[src/rtl/core/apas_ram.sv]
`default_nettype none

module apas_ram #(
  parameter int WIDTH = 8,
  parameter int DEPTH = 8
) (
  input  wire logic                       clk,
  input  wire logic                       we,
  input  wire logic [$clog2(DEPTH)-1:0]   waddr,
  input  wire logic [WIDTH-1:0]           wdata,
  input  wire logic [$clog2(DEPTH)-1:0]   raddr,
  output      logic [WIDTH-1:0]           rdata
);

  logic [WIDTH-1:0] mem [DEPTH];

  always_ff @(posedge clk) begin
    if (we) begin
      mem[waddr] <= wdata;
    end
    rdata <= mem[raddr];
  end

endmodule

`default_nettype wire

[config.mk]
export PLATFORM = sky130hd
export DESIGN_NAME = apas_ram
export DESIGN_NICKNAME = d
export VERILOG_FILES = /design/src/rtl/core/apas_ram.sv
export SDC_FILE = /design/constraint.sdc
export NUM_CORES = 1
export LEC_CHECK = 0
export ABC_AREA = 1
export BUFFER_PORTS_ARGS = -buffer_cell sky130_fd_sc_hd__buf_2
export CORE_MARGIN = 1
export CORE_UTILIZATION = 40
export DETAILED_ROUTE_END_ITERATION = 10
export PLACE_DENSITY_LB_ADDON = 0.3
export SETUP_SLACK_MARGIN = 0.15
export SLEW_MARGIN = 10
export SYNTH_ARGS = -nofsm -noshare
export SYNTH_HDL_FRONTEND = slang
export SYNTH_SLANG_ARGS = --single-unit
export TNS_END_PERCENT = 20
[constraint.sdc]
create_clock -name clk -period 2.2 [get_ports clk]
set_input_delay 0.22 -clock clk [delete_from_list [all_inputs] [get_ports clk]]
set_output_delay 0.22 -clock clk [all_outputs]
set_load 0.01 [all_outputs]
# Word-level counts from Yosys, hierarchy flattened
# Memories as Yosys holds them, arrays and structs flattened. A register that Yosys moved wholly into a read port is not among the register bits.
# Cells that the tools add are included.
# totals
mem_bits_rw,64
latch_bits,0
n_memories,1
register_bits,0
rom_bits,0
# classes
n_lt_le_gt_ge,0
n_div,0
n_reduce_logical,0
n_bitwise,0
shifts,0
eq_ne,0
mul,0
addsub,0
mux,2
# memory_table
memory,depth,width,rd,rd_clocked_by_memory_dff,wr,line,rtl
mem,8,8,1,1,1,15,logic [WIDTH-1:0] mem [DEPTH];
# op_table
cell,count
$mux W1,2

# Depth between registers and ports, before layout
# depth
ltp_word,2
ltp_mapped,8

# Worst setup path before layout
# No wires, ideal clock.
# synth_timing
path_type,input to register
from,input waddr[0]
to,"memory mem[0][0], enable pin"
path_slack_ps,1105
setup_time_ps,370
arrival_time_ps,725
stages,3
path_cell_list,inv_1 nand2_1 nor2_1
# synth_rtl
element,line,rtl
from (decl),9,"input wire logic [$clog2(DEPTH)-1:0] waddr,"
to (decl),15,
# No word-level cell before the write port.

# Worst setup path after layout
# layout_timing
from,input waddr[1]
to,"memory mem[5][7], enable pin"
# No word-level cell before the write port.

==> summary.md <==
| Metric | Value |
|---|---|
| Status | finished clean |
| Worst Reg-to-Reg Cells | 6 |
| Critical Path Fanout Max | 8 |
| # fillers | 704 |
| Power share of the clock group | 0.338 |
| I/O Pins | 24 |
| Initial Utilization | 0.416 |
| Number of global-route vias before repair | 1773 |
| Slew headroom | 0.540 |
| Global-route wire length before repair | 8.76 mm |
| Setup Total Neg Slack | 0 ns |
| CTS clk-pin slew, worst paths | 0.08 ns |
| Switching fraction of total power | 0.228 |
| Final Max Tran Viols | 0 |
| Grt total ovfl | 0 |
| Leak Pwr | 0.00161 uW |
| Yosys warns | 0 |
| Num CTS Buffers | 9 |
| Global Route Usage Sum | 0.159 |
| Syn_nets | 319 |
| Commonest non-fill, non-tap cell in the layout | nand2_1 |
| Drt pass-1 iters | 4 |
| Arrival time worst endpoint | 0.98 ns |
| Finished Cell Area | 3420 sq um |
| Port Buf Inserts | 23 |
| Internal power | 2040 uW |
| Syn Area/Cell | 10.1 sq um |
| Drt first-iter violations | 108 |
| Clk root buf | clkbuf_8 |
| Drt total wl | 5.62 mm |
| Clk sinks | 72 |
| Synth top area cells | edfxtp_1 63%, nand2_1 14%, inv_1 8.4%, dfxtp_1 5.3%, nand3_1 5.3% |
| Pwr dens | 773 nW/um^2 |
| Post-Syn Area | 3050 sq um |
| Final Core Density | 0.466 |
| Synth area leader | edfxtp_1 |
| FMAX | 0.985 GHz |
| Ant. Diodes | 0 |
| CP endpoint kind | register |
| Synth cell types | 11 |
| Syn-to-layout area delta | 12.0% |
| Routed Antenna Nets | 0 |
| Nets | 350 |
| Final Wtd Congestion | 0.721 |
| Vias per cell | 4.36 |
| Die area | 7980 sq um |
| Sequential power share | 0.588 |
| Core Footprint | 7330 sq um |
| Tightest Hold Check Type | in -> reg |
| Critical path required time | 2.17 ns |
| Via count | 1908 |
| Final setup fails | 0 |
| Hold path cells | 1 |
| RSZ-0062 raised after global routing | false |
| Period utilization | 0.461 |
| # Post-CTS Setup Buffers | 0 |
| Die W | 89.3 microns |
| Post-DP HPWL | 3.32 mm |
| Sequential area share after synthesis | 0.683 |
| H-tree depth | 3 |
| Comb pwr share | 0.073 |
| Largest net degree at the start of global routing | 33 |
| Setup CP Type | in -> reg |
| Max-cap violations | 0 |
| Minimum clock period | 1.02 ns |
| CP Launch Type | input pin |
| WL/cell | 12.8 microns |
| Post-route DRC | 0 |
| FF+latch count, synth | 72 |
| CTS tree | built |
| Clock Path Buffers | 2 |
| Post-synth top area share | 0.630 |
| Share of cells above drive strength 1 | 0.136 |
| DIE HEIGHT | 89.3 microns |
| Cell Area, Placed | 3250 sq um |
| Clock Skews | 0.00854 ns |
| P_sw | 601 uW |
| Peak supply drop | 403 uV |
| Most frequent cells in the layout | 110 x nand2_1, 68 x inv_1, 64 x edfxtp_1, 32 x nand3_1, 23 x buf_2 |
| Latest clock arrival within the worst-skew pair | 0.34 ns |
| Initial antenna violation count | 0 |
| Cts hold-fix bufs | 0 |
| Site Rows | 31 |
| Instance count of the mapped netlist | 303 |
| Worst-margin pin slew | 0.687 ns |
| Final hold viol count | 0 |
| Register area | 2080 sq um |
| CTS resizes | 0 |
| Footprint of the multi-input gates | 603 sq um |
==> synth_stat cells, drive strengths merged <==
cell type and n:
dfxtp 8, edfxtp 64, buf 11, nor2 8, nand3 32, inv 70
nand2 110
==> sequential cells by signal, summed over array words and instances, names as in the netlist <==
name and cells:
rdata 8, mem 64
==> per-layer routing <==
metal	GRT usage	up-vias	share of wire
li1	-	994	-
met1	0.195	879	0.46
met2	0.271	25	0.49
met3	0.0360	10	0.028
met4	0.0649	0	0.018
met5	0	-	0
==> cell families after synthesis <==
family                 after synthesis  share of synthesized area
DFF                                 72                      0.683
and+or+nand+nor                    150                      0.198
buffers and inverters               81                      0.120
==> through the flow <==
stage	instances	power, uW	hold WS, ns	setup slack [ns]
6_report	438	2640	0.151	1.18
5_1_grt	438	2740	0.146	1.12
4_1_cts	438	2660	0.138	1.19
3_5_place_dp	422	1780	0.497	0.829
3_3_place_gp	422	1780	0.491	0.863
2_1_floorplan	303	1710	0.319	1.11
==> cell type report <==
type | instances | share of cell area
clock buffer | 12 | 0.0425
clock inverter | 4 | 0.00623
inverter | 70 | 0.0777
multi-input combinational | 150 | 0.177
sequential | 72 | 0.610
tap | 99 | 0.0363
timing repair buffer | 31 | 0.0513
==> power groups by stage <==
stage          combinational (uW)  sequential, uW  clock, uW
2_1_floorplan                 122            1590          0
3_3_place_gp                  193            1580          0
6_report                      194            1550        893
3_5_place_dp                  197            1580          0
4_1_cts                       198            1550        911
5_1_grt                       223            1560        958
==> final timing paths <==
kind | start | slack (ns) | to
worst min-delay path | wdata[2] | 0.15 | mem[2][2]
worst min register to register | mem[1][4] | 0.63 | rdata[4]
worst max register to register | mem[5][1] | 1.35 | rdata[1]
worst max-delay path | waddr[1] | 1.18 | mem[5][7]
==> worst max-delay path, cell delays in order <==
cell and delay [ns]:
buf_2 0.11, inv_1 0.06, nand2_1 0.06, nor2_1 0.53
Power figures use the tool's default switching activity.
