<file path="src/rtl/core/apas_pkg.sv">
`default_nettype none

package apas_pkg;

  localparam int NUM_ARMS_DEF = 8;

  localparam int CFG_IDX_W = 2;
  localparam int CFG_W     = 16;

  localparam logic [CFG_IDX_W-1:0] CFG_INIT_PROB = 2'd0;
  localparam logic [CFG_IDX_W-1:0] CFG_LEARN     = 2'd1;
  localparam logic [CFG_IDX_W-1:0] CFG_FLOOR     = 2'd2;

  localparam logic ACT_SELECT = 1'b0;
  localparam logic ACT_UPDATE = 1'b1;

  localparam logic [15:0] PROB_RESET  = 16'd13107;
  localparam logic [15:0] LR_RESET    = 16'd6554;
  localparam logic [15:0] FLOOR_RESET = 16'd3277;

  localparam logic [16:0] Q16_ONE         = 17'h10000;
  localparam logic [16:0] NO_ATTEMPT_RATE = 17'd32768;
  localparam logic [16:0] MEAN_SCALE      = 17'd25600;
  localparam logic [31:0] COUNT_MAX       = 32'hFFFF_FFFF;

  localparam int DIV_DVD_W = 48;
  localparam int DIV_DSR_W = 32;
  localparam int SCORE_W   = 34;

  typedef struct packed {
    logic        action;
    logic [2:0]  arm;
    logic        improved;
    logic [15:0] improvement;
    logic [15:0] random_draw;
  } cmd_t;

  typedef struct packed {
    logic [2:0] chosen_arm;
    logic       is_selection;
  } rsp_t;

  typedef struct packed {
    logic [31:0] attempts;
    logic [31:0] successes;
    logic [15:0] mean;
    logic [15:0] prob;
  } entry_t;

  localparam int ENTRY_W = $bits(entry_t);

endpackage

`default_nettype wire

</file>
<file path="src/rtl/core/apas_div.sv">
`default_nettype none

// restoring divider, one quotient bit a cycle
module apas_div (
  input  wire logic                            clk,
  input  wire logic                            rst,
  input  wire logic                            start,
  input  wire logic [apas_pkg::DIV_DVD_W-1:0]  dividend,
  input  wire logic [apas_pkg::DIV_DSR_W-1:0]  divisor,
  output      logic                            done,
  output      logic [apas_pkg::DIV_DVD_W-1:0]  quotient
);

  localparam int CW = $clog2(apas_pkg::DIV_DVD_W + 1);

  logic [CW-1:0]                    cnt;
  logic [apas_pkg::DIV_DSR_W:0]     rem;
  logic [apas_pkg::DIV_DSR_W-1:0]   dsr;
  logic [apas_pkg::DIV_DVD_W-1:0]   dvd;
  logic [apas_pkg::DIV_DSR_W:0]     rem_sh;
  logic                             fits;

  assign rem_sh   = {rem[apas_pkg::DIV_DSR_W-1:0], dvd[apas_pkg::DIV_DVD_W-1]};
  assign fits     = rem_sh >= {1'b0, dsr};
  assign quotient = dvd;

  always_ff @(posedge clk) begin
    if (rst) begin
      cnt  <= '0;
      done <= 1'b0;
    end else begin
      done <= 1'b0;
      if (start) begin
        cnt <= CW'(apas_pkg::DIV_DVD_W);
      end else if (cnt != '0) begin
        cnt <= cnt - 1'b1;
        if (cnt == CW'(1)) begin
          done <= 1'b1;
        end
      end
    end
  end

  always_ff @(posedge clk) begin
    if (start) begin
      dvd <= dividend;
      dsr <= divisor;
      rem <= '0;
    end else if (cnt != '0) begin
      rem <= fits ? (rem_sh - {1'b0, dsr}) : rem_sh;
      dvd <= {dvd[apas_pkg::DIV_DVD_W-2:0], fits};
    end
  end

endmodule

`default_nettype wire

</file>
<file path="config.mk">
export PLATFORM = sky130hd
export DESIGN_NAME = apas_div
export DESIGN_NICKNAME = d
export VERILOG_FILES = /design/src/rtl/core/apas_pkg.sv /design/src/rtl/core/apas_div.sv
export SDC_FILE = /design/constraint.sdc
export NUM_CORES = 1
export LEC_CHECK = 0
export ABC_AREA = 1
export BUFFER_PORTS_ARGS = -buffer_cell sky130_fd_sc_hd__buf_2
export CAP_MARGIN = 25
export CORE_MARGIN = 2
export CORE_UTILIZATION = 40
export CTS_CLUSTER_DIAMETER = 120
export CTS_CLUSTER_SIZE = 8
export DETAILED_ROUTE_END_ITERATION = 8
export PLACE_DENSITY = 0.58
export SLEW_MARGIN = 20
export SYNTH_ARGS = -nofsm -noshare
export SYNTH_HDL_FRONTEND = slang
export SYNTH_SLANG_ARGS = --single-unit
</file>
<file path="constraint.sdc">
create_clock -name clk -period 2.88 [get_ports clk]
set_clock_uncertainty 0.05 [all_clocks]
set_input_delay 0.576 -clock clk [delete_from_list [all_inputs] [get_ports clk]]
set_output_delay 0.576 -clock clk [all_outputs]
set_load 0.1 [all_outputs]
</file>
Yosys cells after proc, flatten, opt, wreduce, memory -nomap -nowiden. Cells that the tools add are included.

Register bits after elaboration: 119. Bits in latches: 0. Memory bits (writable): 0. Bits in read-only memories: 0. Input port bits: 83. Output and inout port bits: 49. Word-level logic and storage cells: 21. Memories kept: 0.

Add/sub/neg operators: 2. Multiply operators: 0. Divide/modulo/power cells: 0. Magnitude comparators: 1. Eq/ne operators: 1. Shift operators: 0. Multiplexer cells: 6. Bitwise operators: 1. Reduce and logical (&&, ||, !) cells: 4.

Operators by type and width (count): $mux W48 (2); $ge A33 B32 Y1 (1); $mux W32 (1); $sub A32 B32 Y32 (1); $mux W6 (2); $eq A6 B1 Y1 const B (1); $reduce_bool A6 Y1 (1); $sub A6 B1 Y6 const B (1); $reduce_or A3 Y1 (1); $reduce_bool A2 Y1 (1); $reduce_or A2 Y1 (1); $mux W1 (1); $not A1 Y1 (1).

Longest topological paths before layout. Gate-level depths: netlist of run 1.

Depth in word-level cells: 3. Mapped depth: 17. Depth with buffers taken out: 16.

Least setup slack after synthesis of run 1. OpenSTA, ideal clock, no wires.

Kind: flip-flop to flip-flop. Start: register dvd, in the netlist quotient[47]. End: register rem[28] in the netlist's numbering. Library setup time: 0.119 ns. Arrival time: 2.470 ns. Required time: 2.711 ns. Setup slack: 0.241 ns. Stages on the path, launching flop included: 15. Buffers on the path: 0. Period minus slack after synthesis: 2.639 ns. Cells stage by stage: edfxtp_1 -> inv_1 -> ha_1 -> fa_1 -> nor2_1 -> or2_2 -> nand2_1 -> nand3_1 -> nand2_1 -> nand2_1 -> nand2_1 -> nand2_1 -> nor2_1 -> nor2_1 -> nor2_2.

Word-level cells in the longest chain between the ends: 2. Elaborated cells between the ends (all ways): 3. Those cells by class: 1 x add/sub; 1 x order compare; 1 x mux.

Ends and longest elaborated chain: start: declaration (line apas_div.sv:19) `logic [apas_pkg::DIV_DVD_W-1:0] dvd;`; start signal: assignment (line apas_div.sv:46) `dvd <= dividend;`; start signal: assignment (line apas_div.sv:51) `dvd <= {dvd[apas_pkg::DIV_DVD_W-2:0], fits};`; $sub A32 B32 Y32 or $ge A33 B32 Y1 (tied branches) (line apas_div.sv:50, apas_div.sv:24); $mux W32 * (line apas_div.sv:50) `rem <= fits ? (rem_sh - {1'b0, dsr}) : rem_sh;`; end signal: assignment (line apas_div.sv:50); end: declaration (line apas_div.sv:17) `logic [apas_pkg::DIV_DSR_W:0] rem;`.

Every way passes the cells marked *; elsewhere a longest branch is shown, timed or not. A chain may end at the register's enable or synchronous reset.

Worst setup path after layout of run 1.
Start: register rem[27] in the netlist's numbering. End: register rem[29] in the netlist's numbering.

Word-level cells in the longest chain between the ends: 2. Elaborated cells between the ends (all ways): 3. Those cells by class: 1 x add/sub; 1 x order compare; 1 x mux.

Ends and longest elaborated chain (line): $sub A32 B32 Y32 or $ge A33 B32 Y1 (tied branches) (apas_div.sv:50, apas_div.sv:24); $mux W32 * (apas_div.sv:50).

Marked as above.

==> results_dict.tcl, run 1 <==
set metrics [dict create \
    slew_violations 0 \
    ant_nets 0 \
    die_area_sq_mm 0.02073 \
    fin_ws_ps 393.8 \
    synth_area_per_cell_sq_um 6.949 \
    critPathLaunchType "register" \
    min_period_over_period_pct 86.33 \
    routed_via_density 4.640 \
    postLayoutCellArea_sq_mm 0.009318 \
    p_comb_share_pct 52.4 \
    clk_path_buf_depth 2 \
    p_int_uw 4785 \
    drive_above_1_share_pct 18.47 \
    synthToLayoutAreaGrowth_pct 18.87 \
    grt_pass1_wl_microns 34580 \
    synth_fp_nets 1246 \
    clkPwrFrac_pct 21.1 \
    drt_wl_total_microns 20920 \
    place_inst 1504 \
    fin_util_pct 48.19 \
    cap_viol_max_count 0 \
    final_common_cell "nand2_1" \
    r2r-start "rem[27]$_SDFFE_PP0N_" \
    power.density_mw_per_mm2 1011 \
    htreeDepth 4 \
    synthCells 1128 \
    io_pins 132 \
    slowest_delay_ps 380 \
    nets 1377 \
    min_from "divisor[2]" \
    antenna_found_initial 0 \
    placed_cell_area_sq_mm 0.008747 \
    status "complete, no violations" \
    p_sw_share_pct 49.20 \
    ys_types 31 \
    cts.sinks 119 \
    ir_drop_v 0.0005212 \
    die_h_microns 144.0 \
    tightest_slew_ps 533.7 \
    cts_buffers 17 \
    cp_data_arrival_time_ps 2790 \
    setup_tns_ps 0 \
    grt_pass1_vias 6917 \
    start_util_pct 40.54 \
    drc 0 \
    drt-wirelength-per-cell_microns 13.61 \
    cp_cell_sequence "ha_1 -> a21oi_1 -> inv_1 -> o21bai_1 -> inv_1 -> nor2_4 -> buf_4 -> nand3_1 -> nand2_1 -> nor2_1 -> nor2_1" \
    place.gp.congestion 0.9988 \
    vias 7132 \
    dpl.hpwl_microns 15590 \
    fmax_mhz 402.2 \
    cts_hold_buf 0 \
    grt_overflow_total 0 \
    numPortBuffers 131 \
    clkTransAtPathRegs_ps 60 \
    crit_start "rem[27]$_SDFFE_PP0N_" \
    required_ps 3190 \
    pre_cts_ws_ps 408.9 \
    rsz0062_at_grt "no" \
    p_leak_uw 0.005053 \
    die_w_microns 144.0 \
    endpoint_kind "register" \
    design.core.area_sq_mm 0.01933 \
    clk_latency_ps 430 \
    ys_seq_area_share_pct 40.61 \
    cts_tree "done" \
    p_seq_share_pct 26.5 \
    hold_viol 0 \
    post-cts-setup-buffers 0 \
    drt-pass1-iter-count 4 \
    min-delay-path-class "in -> reg" \
    stdcell_count 1537 \
    ys_seq_elements 119 \
    critPathSlowestCell "buf_4" \
    ys_warn_count 0 \
    cts-root-buf "clkbuf_16" \
    grtUsageTotal_pct 21.46 \
    grt_max_degree 94 \
    rows 51 \
    ctsResizeCount 0 \
    timing_worst_setup_path_type "reg -> reg" \
    antenna_cells 0 \
    slew_headroom_pct 64.42 \
    power_switching_uw 4635 \
    initialDrtViolationCount 473 \
    setup_viol 0 \
    min_period_ps 2486 \
    netlist_area_sq_mm 0.007839 \
    final_cell_mix "nand2_1, inv_1, buf_2" \
    path_max_fanout 22 \
]
## per-stage QoR
step                hold slack, ps  total power (uW)
global route                 247.8             10180
detailed placement           412.9              7419
CTS                          255.2              9456
finish                       270.1              9420
floorplan                    392.0              6449
global placement             410.2              7405
## synthesized netlist by cell type (all sizes together)
| master | count | area (sq um) |
|---|---|---|
| clkinv | 2 | 7.510 |
| o31ai | 2 | 15.01 |
| inv | 190 | 713.2 |
| nand2 | 447 | 1720 |
| clkbuf | 20 | 75.07 |
| nor2 | 139 | 614.3 |
| nor3 | 3 | 15.01 |
| nand3b | 4 | 30.03 |
| nand4 | 10 | 68.81 |
| or2 | 2 | 12.51 |
| o21ai | 28 | 140.1 |
| edfxtp | 80 | 2402 |
| xnor2 | 12 | 105.1 |
| o21bai | 2 | 15.01 |
| and2 | 4 | 25.02 |
| nand3 | 75 | 400.4 |
| buf | 9 | 101.4 |
| xor2 | 3 | 26.28 |
| ha | 34 | 425.4 |
| fa | 1 | 20.02 |
| a21oi | 22 | 125.1 |
| dfxtp | 39 | 780.8 |
## cell families after synthesis
logic type | count (synthesis) | share of synthesized area [%]
flip-flops | 119 | 40.61
buffers and inverters | 221 | 11.44
AND/OR/NAND/NOR | 684 | 36.82
AO/OA/AOI/OAI | 54 | 3.767
adder cells (fa/ha/maj) | 35 | 5.682
XOR/XNOR | 15 | 1.676
## path summary, 6_finish.rpt
| kind | endpoint | cells after the start | slack (ps) |
|---|---|---|---|
| min | dsr[2]$_DFFE_PP_ | 1 | 270 |
| min reg2reg | cnt[3]$_SDFFE_PP0N_ | 2 | 410 |
| max reg2reg | rem[29]$_SDFFE_PP0N_ | 11 | 390 |
| max | rem[29]$_SDFFE_PP0N_ | 11 | 390 |
## per-layer routing
layer  global-route usage, %  part of all wire [%]  vias up
met5                       0                     0        -
li1                        -                     -     3728
met1                   28.21                    47     3186
met4                   6.295                   1.3        0
met3                   6.656                   7.0       21
met2                   34.06                    44      197
## power by group through the flow
stage / logic (uW) / clock network (uW) / registers (uW)
after floorplan: 3070 / 0 / 3380
after global placement: 4880 / 0 / 2520
after detailed placement: 4900 / 0 / 2520
after CTS: 4920 / 2040 / 2500
after global routing: 5510 / 2120 / 2550
final: 4930 / 1990 / 2500
## final cells by class
type | instances | area, sq um
fillers | 2027 | 10020
multi-input cells | 788 | 3761
flip-flops and latches | 119 | 3183
repair buffers | 141 | 778.2
inverters | 192 | 720.7
clock buffers | 18 | 429.2
well taps | 265 | 331.6
clock inverters | 14 | 113.9
## state kept, by name (all words and copies together), names as in the netlist
name,flops
dsr,32
done,1
rem,32
cnt,6
quotient,48
## critical path, delay by kind of cell, from the launching register on
family,cells,cell delay (ps)
compound gates,2,470
fa+ha+maj,1,360
buf+inv,3,580
flops,1,340
simple gates,5,610
No activity file was read; power rests on OpenSTA's default activity.
==> run 2: changes to the inputs <==
Settings changed: CORE_UTILIZATION 40 to 50, PLACE_DENSITY 0.58 to 0.7.
==> results_dict.tcl, run 2 (same netlist as run 1, synthesis figures left out) <==
set metrics [dict create \
    status "complete, no violations" \
    path_max_fanout 20 \
    drt_wl_total_microns 20510 \
    ctsResizeCount 0 \
    clkPwrFrac_pct 24.6 \
    required_ps 3170 \
    cts_tree "done" \
    die_w_microns 129.2 \
    power.density_mw_per_mm2 1053 \
    grt_overflow_total 0 \
    setup_viol 0 \
    vias 7237 \
    r2r-start "rem[23]$_SDFFE_PP0N_" \
    rows 45 \
    timing.hold.ws_ps 277.0 \
    place.gp.congestion 0.9411 \
    crit_path_end "rem[29]$_SDFFE_PP0N_" \
    ir_drop_v 0.0006354 \
    setup_tns_ps 0 \
    design.core.area_sq_mm 0.01526 \
    die_area_sq_mm 0.01670 \
    tightest_slew_ps 984.4 \
    grtUsageTotal_pct 25.49 \
    path_delay_family "simple AND/OR/NAND/NOR gates" \
    cts.sinks 119 \
    min_period_over_period_pct 89.07 \
    drc 0 \
    hold_viol 0 \
    reg2regPathDepth 15 \
    cts-root-buf "clkbuf_16" \
    endpoint_kind "register" \
    cp_cell_sequence "ha_1 -> nand2_1 -> inv_1 -> nand2_1 -> nand2_1 -> inv_1 -> nand2_1 -> nand2_1 -> nand3_2 -> nor2_4 -> buf_4 -> nand3_1 -> nand2_1 -> nor2_1 -> nor2_1" \
    drt-pass1-iter-count 5 \
    nets 1375 \
    fmax_mhz 389.8 \
    critPathLaunchType "register" \
    slew_headroom_pct 34.28 \
    clkTransAtPathRegs_ps 60 \
    antenna_found_initial 0 \
    p_comb_share_pct 49.9 \
    start_util_pct 51.37 \
    worst-path-stages 15 \
    final_cell_mix "nand2_1, inv_1, buf_2" \
    drive_above_1_share_pct 18.20 \
    post-cts-setup-buffers 0 \
    largest_reg_flops 48 \
    ant_nets 0 \
    crit_start "rem[23]$_SDFFE_PP0N_" \
    initialDrtViolationCount 407 \
    timing_worst_setup_path_type "reg -> reg" \
    p_seq_share_pct 25.5 \
    grt_pass1_vias 6877 \
    min_period_ps 2565 \
    clk_path_buf_depth 2 \
    dpl.hpwl_microns 15160 \
    routed_via_density 4.890 \
    postLayoutCellArea_sq_mm 0.009341 \
    rrSetupSlack_ps 310 \
    numPortBuffers 131 \
    power_switching_uw 4568 \
    critPathSlowestCell "ha_1" \
    p_leak_uw 0.005097 \
    min-delay-path-class "in -> reg" \
    crit_top_cell "nand2_1" \
    reg2reg_to "rem[29]$_SDFFE_PP0N_" \
    htreeDepth 4 \
    rsz0062_at_grt "no" \
    clk_latency_ps 420 \
    synthToLayoutAreaGrowth_pct 19.17 \
    cts_hold_buf 0 \
    grt_max_degree 94 \
    p_int_uw 5272 \
    crit_buf_inv 3 \
    grt_pass1_wl_microns 33150 \
    cp_data_arrival_time_ps 2850 \
    slew_violations 0 \
    antenna_cells 0 \
    pre_cts_ws_ps 457.5 \
    final_common_cell "nand2_1" \
    cap_viol_max_count 0 \
    fin_total_pwr_uw 9840 \
    drt-wirelength-per-cell_microns 13.86 \
    die_h_microns 129.2 \
    io_pins 132 \
    fin_ws_ps 314.8 \
    fillCellCount 1464 \
    cts_buffers 17 \
    p_sw_share_pct 46.43 \
    slowest_delay_ps 370 \
    placed_cell_area_sq_mm 0.008685 \
]
==> run 2: cell count changes in the layout (fill, tap and decap cells not counted) <==
cell	before	now
buf_12	2	3
buf_16	1	0
buf_4	8	6
bufinv_16	0	6
clkinv_1	3	4
clkinv_4	2	3
clkinvlp_4	2	0
inv_6	7	1
inv_8	1	0
==> run 2: per-stage QoR <==
stage,utilization (%),instances
floorplan,-,1128
global placement,56.92,1449
detailed placement,56.92,1449
CTS,61.22,1480
global route,61.22,1480
finish,61.22,1480
==> run 2: per-layer routing <==
metal / wire length [microns] / track usage, %
met5: 0 / 0
met4: 419 / 8.312
met3: 1614 / 6.978
met2: 9290 / 41.70
met1: 9184 / 32.87
==> run 2: cell type report <==
| type | count | area [sq um] | share of cell area [%] |
|---|---|---|---|
| clock inverters | 13 | 227.7 | 2.438 |
| repair buffers | 139 | 755.7 | 8.090 |
| clock buffers | 18 | 429.2 | 4.594 |
| well taps | 211 | 264.0 | 2.826 |
| multi-input cells | 788 | 3761 | 40.26 |
| inverters | 192 | 720.7 | 7.715 |
| flip-flops and latches | 119 | 3183 | 34.07 |
==> run 2: worst min-delay path by stage <==
stage | cells past startpoint | start | endpoint | slack, ps
final | 1 | divisor[26] | dsr[26]$_DFFE_PP_ | 280
after floorplan | 2 | cnt[3]$_SDFFE_PP0N_ | cnt[3]$_SDFFE_PP0N_ | 390
after global routing | 1 | divisor[28] | dsr[28]$_DFFE_PP_ | 270
after detailed placement | 2 | cnt[3]$_SDFFE_PP0N_ | cnt[3]$_SDFFE_PP0N_ | 410
after CTS | 1 | divisor[26] | dsr[26]$_DFFE_PP_ | 270
after global placement | 2 | cnt[3]$_SDFFE_PP0N_ | cnt[3]$_SDFFE_PP0N_ | 410
==> run 2: power by group through the flow <==
| stage | sequential [uW] | combinational, uW | clock, uW |
|---|---|---|---|
| after floorplan | 3380 | 3070 | 0 |
| after CTS | 2510 | 4910 | 2450 |
| after global routing | 2550 | 5450 | 2520 |
| after global placement | 2540 | 4840 | 0 |
| final | 2510 | 4910 | 2420 |
| after detailed placement | 2530 | 4880 | 0 |
==> run 3: changes to the inputs <==
Clock period 2.88 ns to 3.26 ns, I/O delays scaled along.
==> results_dict.tcl, run 3 (same netlist as run 1, synthesis figures left out) <==
set metrics [dict create \
    routed_via_density 4.847 \
    setup_viol 0 \
    fin_util_pct 60.56 \
    min-delay-path-class "in -> reg" \
    design.core.area_sq_mm 0.01526 \
    ir_drop_v 0.0005554 \
    fin_ws_ps 660.9 \
    clkTransAtPathRegs_ps 60 \
    clk_latency_ps 420 \
    hold_path_depth 1 \
    io_pins 132 \
    antenna_found_initial 0 \
    reg2regPathDepth 16 \
    die_h_microns 129.2 \
    htreeDepth 4 \
    initialDrtViolationCount 520 \
    slew_headroom_pct 33.84 \
    cts_tree "done" \
    power.density_mw_per_mm2 910.9 \
    setup_tns_ps 0 \
    path_max_fanout 31 \
    dpl.hpwl_microns 15040 \
    cts-root-buf "clkbuf_16" \
    rsz0062_at_grt "no" \
    ant_nets 0 \
    drive_above_1_share_pct 18.07 \
    slew_violations 0 \
    status "complete, no violations" \
    cp_data_arrival_time_ps 2870 \
    cts.sinks 119 \
    grtUsageTotal_pct 25.69 \
    timing_worst_setup_path_type "reg -> reg" \
    synthToLayoutAreaGrowth_pct 17.88 \
    pre_cts_ws_ps 674.2 \
    cts_hold_buf 0 \
    antenna_cells 0 \
    clkPwrFrac_pct 22.2 \
    drt-wirelength-per-cell_microns 13.80 \
    grt_max_degree 94 \
    fmax_mhz 384.8 \
    p_seq_share_pct 26.4 \
    drt_wl_total_microns 20400 \
    post-cts-setup-buffers 0 \
    rows 45 \
    die_w_microns 129.2 \
    largest_reg_flops 48 \
    drc 0 \
    p_int_uw 4379 \
    cap_viol_max_count 0 \
    numPortBuffers 131 \
    clk_path_buf_depth 2 \
    vias 7164 \
    grt_overflow_total 0 \
    drt-pass1-iter-count 5 \
    die_area_sq_mm 0.01670 \
    cts_buffers 17 \
    nets 1372 \
    ctsResizeCount 0 \
    endpoint_kind "register" \
    grt_pass1_wl_microns 33500 \
    min_period_ps 2599 \
    fillCellCount 1469 \
    hold_viol 0 \
    tightest_slew_ps 990.9 \
    final_common_cell "nand2_1" \
    power_switching_uw 4037 \
    p_leak_uw 0.005041 \
    critPathLaunchType "register" \
    p_comb_share_pct 51.3 \
    place.gp.congestion 0.9411 \
    final_cell_mix "nand2_1, inv_1, buf_2" \
    grt_pass1_vias 6912 \
    p_sw_share_pct 47.97 \
    min_period_over_period_pct 79.73 \
    required_ps 3530 \
    start_util_pct 51.37 \
]
-- run 3: changes by cell type in the layout (fill, tap and decap cells not counted) --
| cell | before | now |
|---|---|---|
| buf_12 | 3 | 2 |
| buf_4 | 6 | 4 |
| bufinv_16 | 6 | 1 |
| clkbuf_1 | 1 | 3 |
| clkbuf_16 | 17 | 19 |
| clkbuf_8 | 0 | 1 |
| clkinv_1 | 4 | 2 |
| clkinv_2 | 1 | 2 |
| clkinvlp_4 | 0 | 2 |
-- run 3: path summary, 6_finish.rpt --
kind	to	slack, ps	startpoint
min	dsr[27]$_DFFE_PP_	350	divisor[27]
min reg2reg	cnt[3]$_SDFFE_PP0N_	420	cnt[3]$_SDFFE_PP0N_
max reg2reg	rem[21]$_SDFFE_PP0N_	660	dsr[8]$_DFFE_PP_
max	rem[21]$_SDFFE_PP0N_	660	dsr[8]$_DFFE_PP_
-- run 3: power by group through the flow --
stage | clock network (uW) | logic, uW | registers (uW)
2_1_floorplan | 0 | 2710 | 2980
3_3_place_gp | 0 | 4250 | 2240
3_5_place_dp | 0 | 4280 | 2240
4_1_cts | 1900 | 4300 | 2220
5_1_grt | 1950 | 4810 | 2260
6_report | 1870 | 4320 | 2220
-- run 3: worst max-delay path: stages (launching register included) --
cell      delay, ps
edfxtp_1        350
inv_1            80
ha_1            290
nand2_2         150
inv_2            40
nand2_1          70
nand2_2          80
inv_2            60
nand3_2         150
nand2_4         130
nand2_2          80
nand2_4         340
nand2_2         260
nand2_1         140
nand3_1          90
nand2_1         110
inv_1            40
-- run 3: area by class of cell --
class,instances,area (sq um),share of cell area (%)
clock inverters,9,90.09,0.9749
multi-input cells,788,3761,40.70
clock buffers,23,500.5,5.416
inverters,192,720.7,7.800
well taps,211,264.0,2.857
repair buffers,136,720.7,7.800
flip-flops and latches,119,3183,34.45
-- run 3: through the flow --
step                cell area (sq um)  hold slack, ps  total power (uW)  std cells
finish                           9240           352.5              8417       1478
global route                     9240           340.6              9023       1478
CTS                              9240           341.0              8419       1478
detailed placement               8650           416.1              6517       1446
global placement                 8650           408.8              6493       1446
floorplan                        7839           392.0              5697       1128
-- run 3: metal layers --
metal  part of all wire [%]  GRT usage [%]  up-vias  routed length (microns)
met5                      0              0        -                        0
li1                       -              -     3718                        -
met4                    2.3          8.568        0                      465
met1                     46          33.74     3178                     9313
met2                     44          40.71      236                     9050
met3                    7.7          7.721       32                     1569
